==> config.mk <==
export PLATFORM = sky130hd
export DESIGN_NAME = number_to_ascii_formatter_core
export DESIGN_NICKNAME = d
export VERILOG_FILES = /design/src/hw/rtl/n2a_pkg.sv /design/src/hw/rtl/n2a_cell.sv /design/src/hw/rtl/number_to_ascii_formatter_core.sv
export SDC_FILE = /design/constraint.sdc
export NUM_CORES = 1
export LEC_CHECK = 0
export BUFFER_PORTS_ARGS = -buffer_cell sky130_fd_sc_hd__buf_2
export CAP_MARGIN = 20
export CORE_AREA = 10 10 105 107
export CTS_CLUSTER_SIZE = 28
export DETAILED_ROUTE_END_ITERATION = 10
export DIE_AREA = 0 0 115 117
export HOLD_SLACK_MARGIN = 0.15
export PLACE_DENSITY = 0.86
export REMOVE_ABC_BUFFERS = 1
export SLEW_MARGIN = 20
export SYNTH_ARGS = -nofsm -noshare
export SYNTH_HDL_FRONTEND = slang
export SYNTH_SLANG_ARGS = --single-unit
==> constraint.sdc <==
create_clock -name clk_i -period 6.32 [get_ports clk_i]
set_input_delay 0.316 -clock clk_i [delete_from_list [all_inputs] [get_ports clk_i]]
set_output_delay 0.316 -clock clk_i [all_outputs]
set_load 0.01 [all_outputs]
==> src/hw/rtl/n2a_pkg.sv <==
// Shared types and constants for the number-to-ASCII formatter.
// Used by n2a_cell and number_to_ascii_formatter_core; no dependencies.
`default_nettype none

package n2a_pkg;

  localparam int unsigned BIN_W      = 32;
  localparam int unsigned DIGIT_W    = 4;
  localparam int unsigned NUM_DIGITS = 10;
  localparam int unsigned HEX_DIGITS = BIN_W / DIGIT_W;
  localparam int unsigned CNT_W      = $clog2(BIN_W + 1);
  localparam int unsigned CMD_W      = 2;
  localparam int unsigned CHAR_W     = 8;

  localparam logic [CMD_W-1:0] CMD_UDEC = 2'd0;
  localparam logic [CMD_W-1:0] CMD_SDEC = 2'd1;
  localparam logic [CMD_W-1:0] CMD_HEX  = 2'd2;
  localparam logic [CMD_W-1:0] CMD_NONE = 2'd3;

  localparam logic [CHAR_W-1:0] CHAR_ZERO  = 8'h30;
  localparam logic [CHAR_W-1:0] CHAR_UPA   = 8'h41;
  localparam logic [CHAR_W-1:0] CHAR_MINUS = 8'h2D;
  localparam logic [CHAR_W-1:0] CHAR_X     = 8'h78;

  localparam logic [DIGIT_W-1:0] DIGIT_TEN  = 4'd10;
  localparam logic [DIGIT_W-1:0] DIGIT_FIVE = 4'd5;
  localparam logic [DIGIT_W-1:0] DIGIT_ADJ  = 4'd3;

  typedef enum logic [2:0] {
    CELL_HOLD,
    CELL_CLEAR,
    CELL_LOAD,
    CELL_DABBLE,
    CELL_NIBBLE
  } cell_op_e;

  typedef struct packed {
    cell_op_e op;
  } cell_ctrl_t;

  typedef enum logic [2:0] {
    ST_IDLE,
    ST_CONVERT,
    ST_LEAD,
    ST_PREFIX,
    ST_EMIT
  } state_e;

endpackage

`default_nettype wire

==> src/hw/rtl/n2a_cell.sv <==
// One digit cell of the conversion chain: double-dabble step, nibble shift, load, clear, hold.
// Depends on n2a_pkg.
`default_nettype none

module n2a_cell (
  input  wire logic                         clk_i,
  input  wire n2a_pkg::cell_ctrl_t          ctrl_i,
  input  wire logic                         bit_i,
  input  wire logic [n2a_pkg::DIGIT_W-1:0]  digit_i,
  input  wire logic [n2a_pkg::DIGIT_W-1:0]  load_i,
  output logic      [n2a_pkg::DIGIT_W-1:0]  digit_o,
  output logic                              bit_o
);

  logic [n2a_pkg::DIGIT_W-1:0] digit_q, digit_d;
  logic [n2a_pkg::DIGIT_W-1:0] adj;

  assign adj = (digit_q >= n2a_pkg::DIGIT_FIVE) ? digit_q + n2a_pkg::DIGIT_ADJ : digit_q;
  assign bit_o   = adj[n2a_pkg::DIGIT_W-1];
  assign digit_o = digit_q;

  always_comb begin
    unique case (ctrl_i.op)
      n2a_pkg::CELL_HOLD:   digit_d = digit_q;
      n2a_pkg::CELL_CLEAR:  digit_d = '0;
      n2a_pkg::CELL_LOAD:   digit_d = load_i;
      n2a_pkg::CELL_DABBLE: digit_d = {adj[n2a_pkg::DIGIT_W-2:0], bit_i};
      n2a_pkg::CELL_NIBBLE: digit_d = digit_i;
      default:              digit_d = digit_q;
    endcase
  end

  always_ff @(posedge clk_i) begin
    digit_q <= digit_d;
  end

endmodule

`default_nettype wire

==> src/hw/rtl/number_to_ascii_formatter_core.sv <==
// Number-to-ASCII formatter: a row of ten digit cells doing double-dabble and text output.
// Depends on n2a_pkg and n2a_cell.
//
// Usage: the request channel (valid_i/stall_o) takes cmd_i and value_i; cmd 0 prints
// unsigned decimal, 1 signed decimal, 2 "0x" plus eight uppercase hex digits, 3 is dropped.
// The result channel (valid_o/stall_i) gives one ASCII character per transfer,
// most significant first, with last_o on the final character of the request.
// Throughput: one request at a time; stall_o is high until its last character is taken.
// Decimal: the request is loaded, then the 32-bit value is shifted through the cell row
// (one binary bit per cycle), then leading zeros are stripped one per cycle (up to 9) and
// the first character is picked, then characters follow at one per cycle when the
// receiver does not stall. Hex: the request is loaded, then 10 characters follow at one
// per cycle when the receiver does not stall. The first character appears on valid_o
// after the conversion and leading-zero stripping (decimal), or in the next cycle after
// the request is taken (hex). While stall_i is high during output, the current character
// and last_o hold and nothing advances. Reset returns the block to idle and drops any
// request in progress; stall_o is low after reset.
`default_nettype none

module number_to_ascii_formatter_core (
  input  wire logic                         clk_i,
  input  wire logic                         rst_ni,
  input  wire logic                         valid_i,
  output logic                              stall_o,
  input  wire logic [n2a_pkg::CMD_W-1:0]    cmd_i,
  input  wire logic [n2a_pkg::BIN_W-1:0]    value_i,
  output logic                              valid_o,
  input  wire logic                         stall_i,
  output logic      [n2a_pkg::CHAR_W-1:0]   ascii_char_o,
  output logic                              last_o
);

  localparam int unsigned ND = n2a_pkg::NUM_DIGITS;
  localparam int unsigned DW = n2a_pkg::DIGIT_W;

  n2a_pkg::state_e             state_q, state_d;
  logic [n2a_pkg::CNT_W-1:0]   cnt_q, cnt_d;
  logic                        neg_q, neg_d;
  logic                        hex_q, hex_d;
  logic                        pre_q, pre_d;
  logic [n2a_pkg::BIN_W-1:0]   bin_q, bin_d;

  n2a_pkg::cell_ctrl_t         cell_ctrl;
  logic [DW-1:0]               digit_w [ND];
  logic                        carry_w [ND];
  logic [DW*ND-1:0]            load_w;
  logic [DW-1:0]               top;

  logic                        in_acc;
  logic                        out_acc;
  logic                        is_neg;
  logic [n2a_pkg::BIN_W-1:0]   mag;

  assign in_acc  = valid_i && !stall_o;
  assign out_acc = valid_o && !stall_i;
  assign top     = digit_w[ND-1];
  assign is_neg  = (cmd_i == n2a_pkg::CMD_SDEC) && value_i[n2a_pkg::BIN_W-1];
  assign mag     = is_neg ? (n2a_pkg::BIN_W'(0) - value_i) : value_i;
  assign load_w  = {value_i, (DW*ND - n2a_pkg::BIN_W)'(0)};

  for (genvar g = 0; g < ND; g++) begin : g_cell
    logic          bit_in;
    logic [DW-1:0] dig_in;
    if (g == 0) begin : g_first
      assign bit_in = bin_q[n2a_pkg::BIN_W-1];
      assign dig_in = '0;
    end else begin : g_rest
      assign bit_in = carry_w[g-1];
      assign dig_in = digit_w[g-1];
    end
    n2a_cell u_cell (
      .clk_i   (clk_i),
      .ctrl_i  (cell_ctrl),
      .bit_i   (bit_in),
      .digit_i (dig_in),
      .load_i  (load_w[g*DW +: DW]),
      .digit_o (digit_w[g]),
      .bit_o   (carry_w[g])
    );
  end

  // Next state
  always_comb begin
    state_d = state_q;
    cnt_d   = cnt_q;
    neg_d   = neg_q;
    hex_d   = hex_q;
    pre_d   = pre_q;
    bin_d   = bin_q;
    unique case (state_q)
      n2a_pkg::ST_IDLE: begin
        if (in_acc) begin
          neg_d = is_neg;
          pre_d = 1'b0;
          bin_d = mag;
          priority if (cmd_i == n2a_pkg::CMD_HEX) begin
            hex_d   = 1'b1;
            cnt_d   = n2a_pkg::CNT_W'(n2a_pkg::HEX_DIGITS);
            state_d = n2a_pkg::ST_PREFIX;
          end else if (cmd_i != n2a_pkg::CMD_NONE) begin
            hex_d   = 1'b0;
            cnt_d   = n2a_pkg::CNT_W'(n2a_pkg::BIN_W);
            state_d = n2a_pkg::ST_CONVERT;
          end else begin
            state_d = n2a_pkg::ST_IDLE;
          end
        end
      end
      n2a_pkg::ST_CONVERT: begin
        bin_d = {bin_q[n2a_pkg::BIN_W-2:0], 1'b0};
        cnt_d = cnt_q - n2a_pkg::CNT_W'(1);
        if (cnt_q == n2a_pkg::CNT_W'(1)) begin
          cnt_d   = n2a_pkg::CNT_W'(ND);
          state_d = n2a_pkg::ST_LEAD;
        end
      end
      n2a_pkg::ST_LEAD: begin
        if ((top == '0) && (cnt_q != n2a_pkg::CNT_W'(1))) begin
          cnt_d = cnt_q - n2a_pkg::CNT_W'(1);
        end else begin
          state_d = neg_q ? n2a_pkg::ST_PREFIX : n2a_pkg::ST_EMIT;
        end
      end
      n2a_pkg::ST_PREFIX: begin
        if (out_acc) begin
          if (hex_q && !pre_q) begin
            pre_d = 1'b1;
          end else begin
            state_d = n2a_pkg::ST_EMIT;
          end
        end
      end
      n2a_pkg::ST_EMIT: begin
        if (out_acc) begin
          cnt_d = cnt_q - n2a_pkg::CNT_W'(1);
          if (cnt_q == n2a_pkg::CNT_W'(1)) begin
            state_d = n2a_pkg::ST_IDLE;
          end
        end
      end
      default: state_d = n2a_pkg::ST_IDLE;
    endcase
  end

  // Outputs and cell control
  always_comb begin
    stall_o      = (state_q != n2a_pkg::ST_IDLE);
    valid_o      = 1'b0;
    last_o       = 1'b0;
    ascii_char_o = n2a_pkg::CHAR_ZERO;
    cell_ctrl.op = n2a_pkg::CELL_HOLD;
    unique case (state_q)
      n2a_pkg::ST_IDLE: begin
        if (in_acc) begin
          cell_ctrl.op = (cmd_i == n2a_pkg::CMD_HEX) ? n2a_pkg::CELL_LOAD : n2a_pkg::CELL_CLEAR;
        end
      end
      n2a_pkg::ST_CONVERT: begin
        cell_ctrl.op = n2a_pkg::CELL_DABBLE;
      end
      n2a_pkg::ST_LEAD: begin
        if ((top == '0) && (cnt_q != n2a_pkg::CNT_W'(1))) begin
          cell_ctrl.op = n2a_pkg::CELL_NIBBLE;
        end
      end
      n2a_pkg::ST_PREFIX: begin
        valid_o = 1'b1;
        priority if (!hex_q) begin
          ascii_char_o = n2a_pkg::CHAR_MINUS;
        end else if (pre_q) begin
          ascii_char_o = n2a_pkg::CHAR_X;
        end else begin
          ascii_char_o = n2a_pkg::CHAR_ZERO;
        end
      end
      n2a_pkg::ST_EMIT: begin
        valid_o = 1'b1;
        last_o  = (cnt_q == n2a_pkg::CNT_W'(1));
        if (top < n2a_pkg::DIGIT_TEN) begin
          ascii_char_o = n2a_pkg::CHAR_ZERO + n2a_pkg::CHAR_W'(top);
        end else begin
          ascii_char_o = n2a_pkg::CHAR_UPA + n2a_pkg::CHAR_W'(top - n2a_pkg::DIGIT_TEN);
        end
        if (out_acc) begin
          cell_ctrl.op = n2a_pkg::CELL_NIBBLE;
        end
      end
      default: ;
    endcase
  end

  always_ff @(posedge clk_i or negedge rst_ni) begin
    if (!rst_ni) begin
      state_q <= n2a_pkg::ST_IDLE;
      cnt_q   <= '0;
      neg_q   <= 1'b0;
      hex_q   <= 1'b0;
      pre_q   <= 1'b0;
    end else begin
      state_q <= state_d;
      cnt_q   <= cnt_d;
      neg_q   <= neg_d;
      hex_q   <= hex_d;
      pre_q   <= pre_d;
    end
  end

  always_ff @(posedge clk_i) begin
    bin_q <= bin_d;
  end

  a_last_only_in_emit: assert property (@(posedge clk_i) disable iff (!rst_ni)
    (valid_o && last_o) |-> (state_q == n2a_pkg::ST_EMIT))
    else $error("last character flagged outside digit output");

  a_last_ends_request: assert property (@(posedge clk_i) disable iff (!rst_ni)
    (valid_o && !stall_i && last_o) |=> (state_q == n2a_pkg::ST_IDLE))
    else $error("request not finished after last character");

  a_emit_count_live: assert property (@(posedge clk_i) disable iff (!rst_ni)
    (state_q == n2a_pkg::ST_EMIT) |-> (cnt_q != '0))
    else $error("digit count ran out during output");

  a_decimal_digit: assert property (@(posedge clk_i) disable iff (!rst_ni)
    ((state_q == n2a_pkg::ST_EMIT) && !hex_q) |-> (top < n2a_pkg::DIGIT_TEN))
    else $error("decimal cell holds a value above nine");

  a_char_advance: assert property (@(posedge clk_i) disable iff (!rst_ni)
    ((state_q == n2a_pkg::ST_EMIT) && valid_o && stall_i) |=> $stable(cnt_q))
    else $error("digit count moved while output stalled");

endmodule

`default_nettype wire
# [Yosys cells after proc, flatten, opt, wreduce, memory -nomap -nowiden]
# Cells that the tools add are included.
[classes] n_addsub=15 order_cmp=11 n_eq_ne=23 n_mux=58 n_reduce_logical=27
[ops] operator="$pmux W4 S4" n=8
[ops] operator="$mux W32" n=2
[ops] operator="$pmux W32 S2" n=1
[ops] operator="$ge A4 B3 Y1 const B" n=10
[ops] operator="$add A4 B2 Y4 const B" n=9
[ops] operator="$mux W4" n=9
[ops] operator="$mux W6" n=6
[ops] operator="$mux W3" n=11
[ops] operator="$sub A1 B32 Y32 const A" n=1
[ops] operator="$pmux W6 S4" n=1
[ops] operator="$ne A2 B2 Y1 const B" n=10
[ops] operator="$pmux W8 S2" n=1
[ops] operator="$pmux W3 S5" n=1
[ops] operator="$mux W7" n=2
[ops] operator="$eq A3 B2 Y1 const B" n=4
[ops] operator="$pmux W3 S4" n=1
[ops] operator="$pmux W4 S3" n=1
[ops] operator="$add A7 B8 Y8 const A" n=1
[ops] operator="$mux W1" n=8
[ops] operator="$mux W8" n=1
[ops] operator="$pmux W4 S2" n=1
[ops] operator="$reduce_bool A2 Y1" n=4
[ops] operator="$reduce_bool A4 Y1" n=2
[ops] operator="$add A6 B4 Y7 const A" n=1
[ops] operator="other kinds (25)" n=38
[totals] reg_bits=84 inputBits=38 output_inout_bits=11 word_cells=150

# [Longest topological paths before layout]
# Gate-level depths: netlist of the first run.
[logic_depth] depth_word=9 depth_mapped=8 mapped_depth_nobuf=8

# [Modules after synthesis]
# A second synthesis of the first run with hierarchy kept.
[unflattened] hier_cells=707 hier_area_um2=6378.6
[modules_own_cells] mod="n2a_cell" n_inst=10 cells_each=36 area_per_inst_um2=330.3 seq_area_each_um2=120.1
[modules_own_cells] mod="number_to_ascii_formatter_core" n_inst=1 cells_each=347 area_per_inst_um2=3075.4 seq_area_each_um2=1261.2

# [Worst setup path after synthesis of the first run]
# Ideal clock, no wire load.
[synth_path] kind="reg-to-reg" start="register state_q[0]" end="register g_cell[2].u_cell.digit_q (netlist bit g_cell[2].u_cell.digit_o[0]), enable pin" setup_time_ps=394 t_arrival_ps=2464 required_ps=5926 path_slack_ps=3462 stages_incl_launch_ff=7 n_path_buf=1 period_less_slack_ps=2858 cell_sequence="dfrtp_1 clkbuf_1 nor3b_1 o211ai_1 o21ai_2 nand2b_1 nand2b_1"
[synth_via] elab_chain_cells=8 elab_cells_between_ends=19 cone_classes="8 x eq/ne; 4 x mux; 7 x reduce/logical"
[synth_rtl] item="start: declaration" line_no="number_to_ascii_formatter_core.sv:36" text="n2a_pkg::state_e state_q, state_d;"
[synth_rtl] item="start signal: assignment" line_no="number_to_ascii_formatter_core.sv:194" text="state_q <= n2a_pkg::ST_IDLE;"
[synth_rtl] item="start signal: assignment" line_no="number_to_ascii_formatter_core.sv:200" text="state_q <= state_d;"
[synth_rtl] item="$eq A3 B3 Y1 or $eq A3 B2 Y1 (tied branches)" line_no="number_to_ascii_formatter_core.sv:152" text="unique case (state_q)"
[synth_rtl] item="$reduce_or A2 Y1 (no source line)"
[synth_rtl] item="$mux W1" line_no="number_to_ascii_formatter_core.sv:152"
[synth_rtl] item="$logic_and A1 B1 Y1" line_no="number_to_ascii_formatter_core.sv:55" text="assign out_acc = valid_o && !stall_i;"
[synth_rtl] item="$mux W3" line_no="number_to_ascii_formatter_core.sv:184" text="if (out_acc) begin"
[synth_rtl] item="$pmux W3 S4 *" line_no="number_to_ascii_formatter_core.sv:152"
[synth_rtl] item="$eq A3 B1 Y1, or another cell as far along" line_no="n2a_cell.sv:23" text="unique case (ctrl_i.op)"
[synth_rtl] item="$reduce_bool A4 Y1 (no source line) *"
[synth_rtl] item="end signal: assignment" line_no="n2a_cell.sv:34" text="digit_q <= digit_d;"
[synth_rtl] item="end: declaration" line_no="n2a_cell.sv:15" text="logic [n2a_pkg::DIGIT_W-1:0] digit_q, digit_d;"
# Mark *: on every way between the ends. The rest lies on a longest branch, timed or not.
# A chain may end at the register's enable or synchronous reset.

# [Worst setup path after layout of the first run]
[layout_path] start="register state_q[1]" end="register g_cell[2].u_cell.digit_q (netlist bit g_cell[2].u_cell.digit_o[2]), enable pin"
# The elaborated chain is that of the path after synthesis.

==> flow_metrics.tcl, run 1 <==
set metrics [dict create \
    status "finished, final reports clean" \
    drive_gt1_share_pct 11.50 \
    cts_max_path_buffers 2 \
    layout.nets 738 \
    combPwrFrac_pct 45.7 \
    antenna_found_initial 0 \
    power.density_mw_per_mm2 504.1 \
    cts_setup_buffers 0 \
    die_area_sq_mm 0.01346 \
    dpl_worst_slack_ps 3178 \
    end_kind "flip-flop" \
    rrSetupSlack_ps 3060 \
    final_cells 789 \
    pwr-share-seq_pct 40.1 \
    first_pass_iters 6 \
    portBuffers 47 \
    cts_tree "built" \
    synth.distinct_cells 57 \
    clock-sinks 84 \
    critPathLaunch "state_q[1]$_DFFE_PN0P_" \
    htree_levels 3 \
    die_y_microns 117 \
    finalHoldViolCount 0 \
    synth_sequential_area_ratio_pct 42.39 \
    io_pins 49 \
    finalSetupViolations 0 \
    rows 35 \
    worst_r2r_startpoint "state_q[1]$_DFFE_PN0P_" \
    initial_core_util_pct 64.40 \
    syn2layout_area_growth_pct 9.304 \
    hold_start "cmd_i[1]" \
    ir_worst_vdd_mv 0.2208 \
    p_sw_share_pct 41.91 \
    synth-seq-cells 84 \
    dieWidth_microns 115 \
    timing.fmax_mhz 306.9 \
    met1_usage_pct 28.45 \
    internal_power_mw 1.859 \
    slew_headroom_pct 32.32 \
    pwr-share-clk_pct 14.2 \
    worstPathArrival_ps 3270 \
    grt_pass1_wl_microns 24150 \
    busiest_layer "met2" \
    hp-class "in2reg" \
    ys_warn_count 0 \
    routedWlPerCell_microns 18.67 \
    fin_crit_sh_pct 51.56 \
    yosys.area.top_type_share_pct 37.22 \
    grt_max_degree 66 \
    yosysMostFrequentCell "edfxtp_1" \
    tightest_slew_ps 1015 \
    synthTopCellsByArea "edfxtp_1, ha_1, dfrtp_1" \
    switchingPower_mw 1.341 \
    min_period_ps 3259 \
    worstSetupPathType "reg2reg" \
    drc 0 \
    skew_ps 12.25 \
    core-area_sq_mm 0.009021 \
    p_leak_nw 2.435 \
    synth_edf_count 72 \
    antennaDiodeCount 0 \
    wirelength_microns 14730 \
    drt_iter0_markers 542 \
    synthArstFlopShare_pct 14.29 \
    ys.flop_type "edfxtp_1" \
    track_usage_pct 21.90 \
    cp_max_fo 37 \
    clk_latency_ps 370 \
    ant_nets 0 \
    clkSlewWorstSetupHoldPaths_ps 80 \
    drv_slew 0 \
    yosys.area.top_type "edfxtp_1" \
    crit_path_start_kind "flip-flop" \
    place_congestion 0.9077 \
    grt_overflow 0 \
    grtUsageMet3_pct 4.434 \
    syn_inst 640 \
    drv_cap 0 \
    grt_use_met2_pct 35.85 \
    cts_made_buffers 9 \
    via_per_inst 6.477 \
    fin_ws_ps 3061 \
    rsz0062_at_grt "false" \
    ys_top_cells_by_count "edfxtp_1, nor2_1, a21oi_1" \
    vias 5110 \
    syn_area_per_cell_sq_um 9.077 \
    syn_area_sq_mm 0.005809 \
    dp.cells 772 \
    required_ps 6330 \
    cts_root_buf "clkbuf_8" \
    grt_pass1_vias 4946 \
    tns_ps 0 \
    place_hpwl_microns 10230 \
]
## power groups by stage
| stage | Clock [mW] | Sequential, mW | Combinational (mW) |
|---|---|---|---|
| final | 0.453 | 1.28 | 1.46 |
| after global routing | 0.481 | 1.32 | 1.64 |
| after CTS | 0.453 | 1.28 | 1.45 |
| after detailed placement | 0 | 1.28 | 1.43 |
| after global placement | 0 | 1.27 | 1.35 |
| after floorplan | 0 | 1.21 | 1.08 |
## path summary, 6_finish.rpt
check,endpoint,cells past startpoint
worst min register to register,bin_q[12]$_DFFE_PP_,2
worst min-delay path,hex_q$_DFFE_PN0P_,2
max in group asynchronous,cnt_q[0]$_DFFE_PN0P_,2
worst max-delay path,g_cell[2].u_cell.digit_o[2]$_DFFE_PP_,7
worst max register to register,g_cell[2].u_cell.digit_o[2]$_DFFE_PP_,7
min in group asynchronous,cnt_q[2]$_DFFE_PN0P_,2
## critical path, stage by stage, from the launching register on
cell and delay (ps):
dfrtp_1 570, nor3b_1 680, o211ai_1 300, o21ai_2 110, buf_4 370, nand2b_1 290
nand2b_1 130, buf_4 400
## cells by family after synthesis
kind of cell	count (synthesis)	synth area share [%]
buffers and inverters	67	4.458
multiplexers	5	0.8831
other	1	0.06455
flip-flops	84	42.39
AO/OA/AOI/OAI	198	21.71
AND/OR/NAND/NOR	218	18.65
XOR/XNOR	40	6.030
adder cells (fa/ha/maj)	27	5.815
## repair_timing
item,4_1_cts,5_1_grt
endpoints found under the hold margin,12,0
resized for setup,0,0
hold buffers,1,0
## sequential cells by signal (all words and copies together), names as in the netlist
signal	flops
cnt_q	6
hex_q	1
bin_q	32
pre_q	1
g_cell.u_cell.digit_o	40
state_q	3
neg_q	1
## stage by stage
step                      total power, mW  hold WS (ps)  instance area, sq um  utilization (%)
after global routing                3.443         271.1                  6350            70.39
after global placement              2.616         208.3                  6103            67.66
final                               3.201         258.8                  6350            70.39
after floorplan                     2.290         20.41                  5682                -
after CTS                           3.179         264.4                  6344            70.32
after detailed placement            2.714         209.3                  6103            67.66
## metal layers
| metal | share of wire [%] | vias up |
|---|---|---|
| met5 | 0 | - |
| met4 | 1.9 | 0 |
| met3 | 7.7 | 33 |
| met2 | 48 | 253 |
| met1 | 42 | 2407 |
| li1 | - | 2417 |
## layout by cell type, fill, tap and decap left out, types with 3 or more instances in the layout
master / n
xnor2_1: 30
o22ai_1: 5
mux2i_1: 4
edfxtp_1: 72
buf_2: 47
a21oi_1: 59
nor2_1: 62
nor3b_1: 12
clkbuf_8: 9
inv_1: 35
a221oi_1: 3
a221o_1: 16
o31ai_1: 4
a31oi_1: 9
bufinv_16: 3
a22oi_1: 17
nand2_1: 58
a22o_1: 4
o21ai_1: 4
dfrtp_1: 12
and3_1: 4
a211oi_1: 3
a21o_1: 3
nand2b_1: 23
o41ai_1: 3
nor4_1: 9
or3_1: 5
or4_1: 4
xor2_1: 10
nor2b_1: 4
nor3_1: 17
buf_4: 6
ha_1: 27
o211ai_1: 3
o21ai_0: 53
## cell type report
type,count,area (sq um)
Sequential cell,84,2462
Tap cell,111,138.9
Clock buffer,10,127.6
Timing Repair Buffer,54,290.3
Clock inverter,6,102.6
Fill cell,688,2671
Multi-Input combinational cell,489,3097
Inverter,35,131.4
Note: power is estimated with default switching activity, not from simulation.
==> run 2, diff against run 1 <==
--- a/config.mk
+++ b/config.mk
@@ -7,12 +7,12 @@
 export LEC_CHECK = 0
 export BUFFER_PORTS_ARGS = -buffer_cell sky130_fd_sc_hd__buf_2
 export CAP_MARGIN = 20
-export CORE_AREA = 10 10 105 107
+export CORE_AREA = 10 10 109 111
 export CTS_CLUSTER_SIZE = 28
 export DETAILED_ROUTE_END_ITERATION = 10
-export DIE_AREA = 0 0 115 117
+export DIE_AREA = 0 0 119 121
 export HOLD_SLACK_MARGIN = 0.15
-export PLACE_DENSITY = 0.86
+export PLACE_DENSITY = 0.8
 export REMOVE_ABC_BUFFERS = 1
 export SLEW_MARGIN = 20
 export SYNTH_ARGS = -nofsm -noshare
==> constraint.sdc (replaced) <==
create_clock -name clk_i -period 3.1 [get_ports clk_i]
set_input_delay 0.155 -clock clk_i [delete_from_list [all_inputs] [get_ports clk_i]]
set_output_delay 0.155 -clock clk_i [all_outputs]
set_load 0.01 [all_outputs]
==> run 2 against run 1 <==
Compared with the run above:
- cell count grew 4.4%
- critical endpoint is now g_cell[9].u_cell.digit_o[3]$_DFFE_PP_
- clock skew increased by 2.1 ps
- die area grew 7.0%
- global-route usage decreased by 2.4 points
- critical path type unchanged
- sequential power is 100% higher
- combinational power increased by 100%
==> flow_metrics.tcl, run 2 (synthesis gave the netlist of run 1 again) <==
set metrics [dict create \
    cts_max_path_buffers 2 \
    regArea_sq_mm 0.002462 \
    place_hpwl_microns 10040 \
    final_cells 824 \
    fill_cells 816 \
    syn2layout_area_growth_pct 10.83 \
    tns_ps 0 \
    rows 36 \
    drv_cap 0 \
    routedWlPerCell_microns 16.91 \
    min_period_ps 2620 \
    final_common_cell "edfxtp_1" \
    vias 5054 \
    crit_path_start_kind "flip-flop" \
    cts_root_buf "clkbuf_8" \
    fin_ws_ps 479.6 \
    htree_levels 3 \
    skew_ps 14.39 \
    timing.fmax_mhz 381.6 \
    utilization_pct 66.80 \
    antennaDiodeCount 0 \
    post_cts_resized 0 \
    p_leak_nw 2.469 \
    finalHoldViolCount 0 \
    dp.cells 800 \
    slew_headroom_pct 55.40 \
    drv_slew 0 \
    cp_cell_sequence "inv_1 > ha_1 > nor3b_1 > o211ai_1 > o21ai_2 > nand2b_1 > nand2b_1 > buf_4" \
    drt_iter0_markers 560 \
    drive_gt1_share_pct 11.87 \
    holdWs_ps 185.6 \
    layout.nets 751 \
    cpMostUsedCell "nand2b_1" \
    first_pass_iters 5 \
    cts_setup_buffers 0 \
    cts_made_buffers 9 \
    clkSlewWorstSetupHoldPaths_ps 80 \
    grt_pass1_vias 4839 \
    drc 0 \
    portBuffers 47 \
    core-area_sq_mm 0.009639 \
    critPathSlowestCell "edfxtp_1" \
    clk_latency_ps 360 \
    grt_pass1_wl_microns 23400 \
    cp_max_fo 32 \
    tightest_slew_ps 662.9 \
    wirelength_microns 13930 \
    clock-sinks 84 \
    dpl_worst_slack_ps 468.9 \
    grt_max_degree 37 \
    finalSetupViolations 0 \
    multi_input_area_sq_mm 0.003090 \
    largest_reg_flops 40 \
    worst_r2r_path_depth 8 \
    cts_tree "built" \
    hold_path_depth 3 \
    status "finished, final reports clean" \
    die_y_microns 121 \
    antenna_found_initial 0 \
    ant_nets 0 \
    end_kind "flip-flop" \
    required_ps 3110 \
    initial_core_util_pct 60.27 \
    ir_worst_vdd_mv 0.4730 \
    dieWidth_microns 119 \
    via_per_inst 6.133 \
    most-common-layout-cells "edfxtp_1, nor2_1, a21oi_1" \
    grt_overflow 0 \
    hp-class "in2reg" \
    io_pins 49 \
    die_area_sq_mm 0.01440 \
    place_congestion 0.9280 \
    power.density_mw_per_mm2 982.3 \
    worstSetupPathType "reg2reg" \
    fin_crit_sh_pct 84.53 \
    worstPathArrival_ps 2630 \
    rsz0062_at_grt "false" \
    track_usage_pct 19.49 \
    slowest_delay_ps 470 \
]
## run 2: changes by cell type in the layout (fill, tap and decap cells not counted)
cell / previous run / this run
clkinvlp_4: 0 / 1
bufinv_16: 3 / 1
clkinv_2: 1 / 2
buf_4: 6 / 12
dlygate4sd3_1: 1 / 8
nor3b_1: 12 / 13
and3_2: 1 / 0
and3_1: 4 / 5
nor3b_2: 1 / 0
## run 2: metrics by stage
step	power, mW	area, sq um
2_1_floorplan	4.668	5682
3_5_place_dp	5.550	6176
3_3_place_gp	5.379	6176
6_report	6.325	6439
5_1_grt	6.847	6439
4_1_cts	6.326	6439
## run 2: what timing repair did
item                                    CTS  global route
endpoints found under the hold margin    20             0
hold buffers                              8             0
endpoints found under the setup margin    0             0
## run 2: worst max-delay path, delay by kind of cell (launching register included)
kind	cells	cell delay, ps
simple gates	3	730
buf+inv	2	570
flops	1	470
compound gates	2	340
fa+ha+maj	1	150
## run 2: power breakdown
group	internal, mW	total [mW]	switching, mW
registers	2.11	2.61	0.499
logic	1.18	2.96	1.77
clock network	0.365	0.760	0.395
total	3.66	6.32	2.67
## run 2: path summary, 6_finish.rpt
kind                                                       startpoint                                     to  slack [ps]
worst max-delay path            g_cell[9].u_cell.digit_o[0]$_DFFE_PP_  g_cell[9].u_cell.digit_o[3]$_DFFE_PP_         480
worst min-delay path                                       value_i[6]  g_cell[3].u_cell.digit_o[2]$_DFFE_PP_         190
worst max register to register  g_cell[9].u_cell.digit_o[0]$_DFFE_PP_  g_cell[9].u_cell.digit_o[3]$_DFFE_PP_         480
worst min register to register                    bin_q[15]$_DFFE_PP_                    bin_q[16]$_DFFE_PP_         530
max in group asynchronous                                      rst_ni                      pre_q$_DFFE_PN0P_        2670
min in group asynchronous                                      rst_ni                      neg_q$_DFFE_PN0P_         200
## run 2: per-layer routing
layer / GRT usage [%] / vias to the layer above / part of all wire [%]
li1: - / 2436 / -
met1: 25.98 / 2403 / 45
met2: 31.43 / 202 / 47
met3: 3.769 / 13 / 7.5
met4: 5.878 / 0 / 1.1
met5: 0 / - / 0
## run 2: layout make-up
| class | instances | share of cell area, % |
|---|---|---|
| sequential | 84 | 38.24 |
| clock buffer | 10 | 1.982 |
| tap | 133 | 2.585 |
| inverter | 35 | 2.040 |
| timing repair buffer | 67 | 6.296 |
| clock inverter | 6 | 0.8550 |
| multi-input combinational | 489 | 48.00 |
==> run 3, diff against run 2 <==
--- a/config.mk
+++ b/config.mk
@@ -7,12 +7,12 @@
 export LEC_CHECK = 0
 export BUFFER_PORTS_ARGS = -buffer_cell sky130_fd_sc_hd__buf_2
 export CAP_MARGIN = 20
-export CORE_AREA = 10 10 109 111
+export CORE_AREA = 10 10 114 116
 export CTS_CLUSTER_SIZE = 28
 export DETAILED_ROUTE_END_ITERATION = 10
-export DIE_AREA = 0 0 119 121
+export DIE_AREA = 0 0 124 126
 export HOLD_SLACK_MARGIN = 0.15
-export PLACE_DENSITY = 0.8
+export PLACE_DENSITY = 0.76
 export REMOVE_ABC_BUFFERS = 1
 export SLEW_MARGIN = 20
 export SYNTH_ARGS = -nofsm -noshare
==> constraint.sdc (replaced) <==
create_clock -name clk_i -period 2.2 [get_ports clk_i]
set_input_delay 0.11 -clock clk_i [delete_from_list [all_inputs] [get_ports clk_i]]
set_output_delay 0.11 -clock clk_i [all_outputs]
set_load 0.01 [all_outputs]
==> run 3 against run 2 <==
Compared with the run above:
- highest routed layer unchanged
- sequential power increased by 39%
- critical endpoint is now ascii_char_o[4]
- the run now ends with negative setup slack left
- wire length increased by 6.2%
- via count increased by 3.8%
- critical path type is now reg2out
- largest cell class unchanged
- non-clock buffer count increased by 44
==> flow_metrics.tcl, run 3 (synthesis gave the netlist of run 1 again) <==
set metrics [dict create \
    crit_path_end "ascii_char_o[4]" \
    grt_max_degree 33 \
    cts_tree "built" \
    slowest_delay_ps 410 \
    finalSetupViolations 1 \
    clkSlewWorstSetupHoldPaths_ps 90 \
    clock-sinks 84 \
    grt_overflow 0 \
    total_power_mw 9.693 \
    io_pins 49 \
    critical-path-top-delay-family "flip-flops" \
    cts_max_path_buffers 2 \
    fin_ws_ps -76.90 \
    final_common_cell "edfxtp_1" \
    hp-class "in2reg" \
    worstSetupPathType "reg2out" \
    skew_ps 11.48 \
    violations "negative setup slack" \
    antennaDiodeCount 0 \
    power.density_mw_per_mm2 1380 \
    syn2layout_area_growth_pct 20.87 \
    min_period_ps 2277 \
    drv_slew 0 \
    dp.cells 831 \
    fin_crit_sh_pct 103.5 \
    worst-path-stages 10 \
    core-area_sq_mm 0.01070 \
    final_cells 875 \
    drive_gt1_share_pct 16.60 \
    combPwrFrac_pct 48.9 \
    tightest_slew_ps 553.3 \
    ant_nets 0 \
    worst_r2r_path_depth 9 \
    cts_root_buf "clkbuf_8" \
    htree_levels 3 \
    rrSetupSlack_ps 20 \
    pwr-share-clk_pct 13.7 \
    cp_cell_sequence "inv_2 > buf_6 > ha_4 > inv_2 > ha_4 > nand3b_1 > xor2_1 > a21oi_1 > a211o_1 > buf_6" \
    portBuffers 47 \
    drv_cap 0 \
    place_hpwl_microns 10500 \
    rr_endpoint "g_cell[7].u_cell.digit_o[1]$_DFFE_PP_" \
    pwr-share-seq_pct 37.5 \
    regArea_sq_mm 0.002464 \
    grt_pass1_vias 5072 \
    required_ps 2090 \
    antenna_found_initial 0 \
    end_kind "output port" \
    die_area_sq_mm 0.01562 \
    switchingPower_mw 3.914 \
    grt_pass1_wl_microns 24440 \
    utilization_pct 65.64 \
    worstPathArrival_ps 2170 \
    dpl_worst_slack_ps 62.53 \
    layout.nets 795 \
    largest_reg_flops 40 \
    vias 5245 \
    via_per_inst 5.994 \
    internal_power_mw 5.779 \
    slew_headroom_pct 62.77 \
    drc 0 \
    ir_worst_vdd_mv 0.6825 \
    clk_latency_ps 370 \
    track_usage_pct 18.88 \
    die_y_microns 126 \
    critPathLaunch "g_cell[9].u_cell.digit_o[1]$_DFFE_PP_" \
    critPathSlowestCell "edfxtp_1" \
    path_buf_inv 4 \
    status "finished with violations" \
    p_leak_nw 2.742 \
    crit_path_start_kind "flip-flop" \
    cts_made_buffers 9 \
    dieWidth_microns 124 \
    wirelength_microns 14790 \
    rows 38 \
    multi_input_area_sq_mm 0.003167 \
    initial_core_util_pct 54.30 \
    rsz0062_at_grt "true" \
    finalHoldViolCount 0 \
    first_pass_iters 5 \
    routedWlPerCell_microns 16.90 \
    worst_r2r_startpoint "g_cell[9].u_cell.digit_o[1]$_DFFE_PP_" \
    most-common-layout-cells "edfxtp_1, nor2_1, a21oi_1" \
    fill_cells 858 \
    timing.fmax_mhz 439.2 \
    cp_max_fo 3 \
    place_congestion 0.9445 \
    drt_iter0_markers 412 \
    p_sw_share_pct 40.38 \
]
[run 3: changes by cell type in the layout (fill, tap and decap cells not counted), moves of 3 or more]
| cell | change |
|---|---|
| buf_6 | +3 |
| buf_4 | +27 |
| buf_12 | +3 |
| dlygate4sd3_1 | +14 |
| inv_1 | -3 |
| buf_2 | -6 |
| dlymetal6s4s_1 | +3 |
[run 3: power by group through the flow]
stage / registers (mW) / logic (mW) / clock network, mW
after global placement: 3.59 / 4.24 / 0
after detailed placement: 3.63 / 4.42 / 0
after floorplan: 3.48 / 3.09 / 0
final: 3.63 / 4.74 / 1.33
after CTS: 3.61 / 4.65 / 1.33
after global routing: 3.75 / 5.34 / 1.41
[run 3: worst min path at each step]
| stage | start | endpoint | slack (ps) | cells past startpoint |
|---|---|---|---|---|
| 3_3_place_gp | rst_ni | cnt_q[0]$_DFFE_PN0P_ | 7 | 1 |
| 6_report | value_i[21] | g_cell[7].u_cell.digit_o[1]$_DFFE_PP_ | 160 | 3 |
| 3_5_place_dp | rst_ni | cnt_q[0]$_DFFE_PN0P_ | 10 | 1 |
| 4_1_cts | value_i[10] | g_cell[4].u_cell.digit_o[2]$_DFFE_PP_ | 150 | 3 |
| 5_1_grt | value_i[5] | g_cell[3].u_cell.digit_o[1]$_DFFE_PP_ | 150 | 3 |
| 2_1_floorplan | rst_ni | cnt_q[0]$_DFFE_PN0P_ | -190 | 0 |
[run 3: what timing repair did]
item,4_1_cts,5_1_grt
setup endpoints to repair,41,81
buffers inserted,5,3
resized for setup,11,14
endpoints found under the hold margin,33,0
pin swaps,3,8
hold buffers,25,0
[run 3: area by class of cell]
type                    count  share of cell area [%]
multi-input cells         489                   45.10
flip-flops and latches     84                   35.09
repair buffers            111                   12.10
well taps                 140                   2.495
clock buffers              12                   1.924
inverters                  35                   1.907
clock inverters             4                   1.390
[run 3: stage by stage]
stage               hold WS [ps]  TNS [ps]  instance area [sq um]
finish                     158.0    -76.90                   7022
CTS                        150.3    -23.76                   6963
detailed placement         10.97         0                   6402
global placement           7.429         0                   6402
global route               154.6     -4658                   7022
floorplan                 -185.6    -53230                   5682
[run 3: worst register-to-register path, cell delays in order, from the launching register on]
cell      delay (ps)
edfxtp_1         410
inv_2             90
buf_4            110
ha_1             120
nor3b_2          260
o211ai_1         200
o21ai_2          130
nand2b_1         140
nand2b_1         150
buf_12           230
[run 3: layer usage]
metal / share of wire (%) / track usage, % / wire [microns] / vias to the layer above
li1: - / - / - / 2533
met1: 45 / 25.49 / 6602 / 2493
met2: 47 / 28.78 / 7002 / 203
met3: 6.8 / 3.932 / 1007 / 16
met4: 1.2 / 7.588 / 179 / 0
met5: 0 / 0 / 0 / -
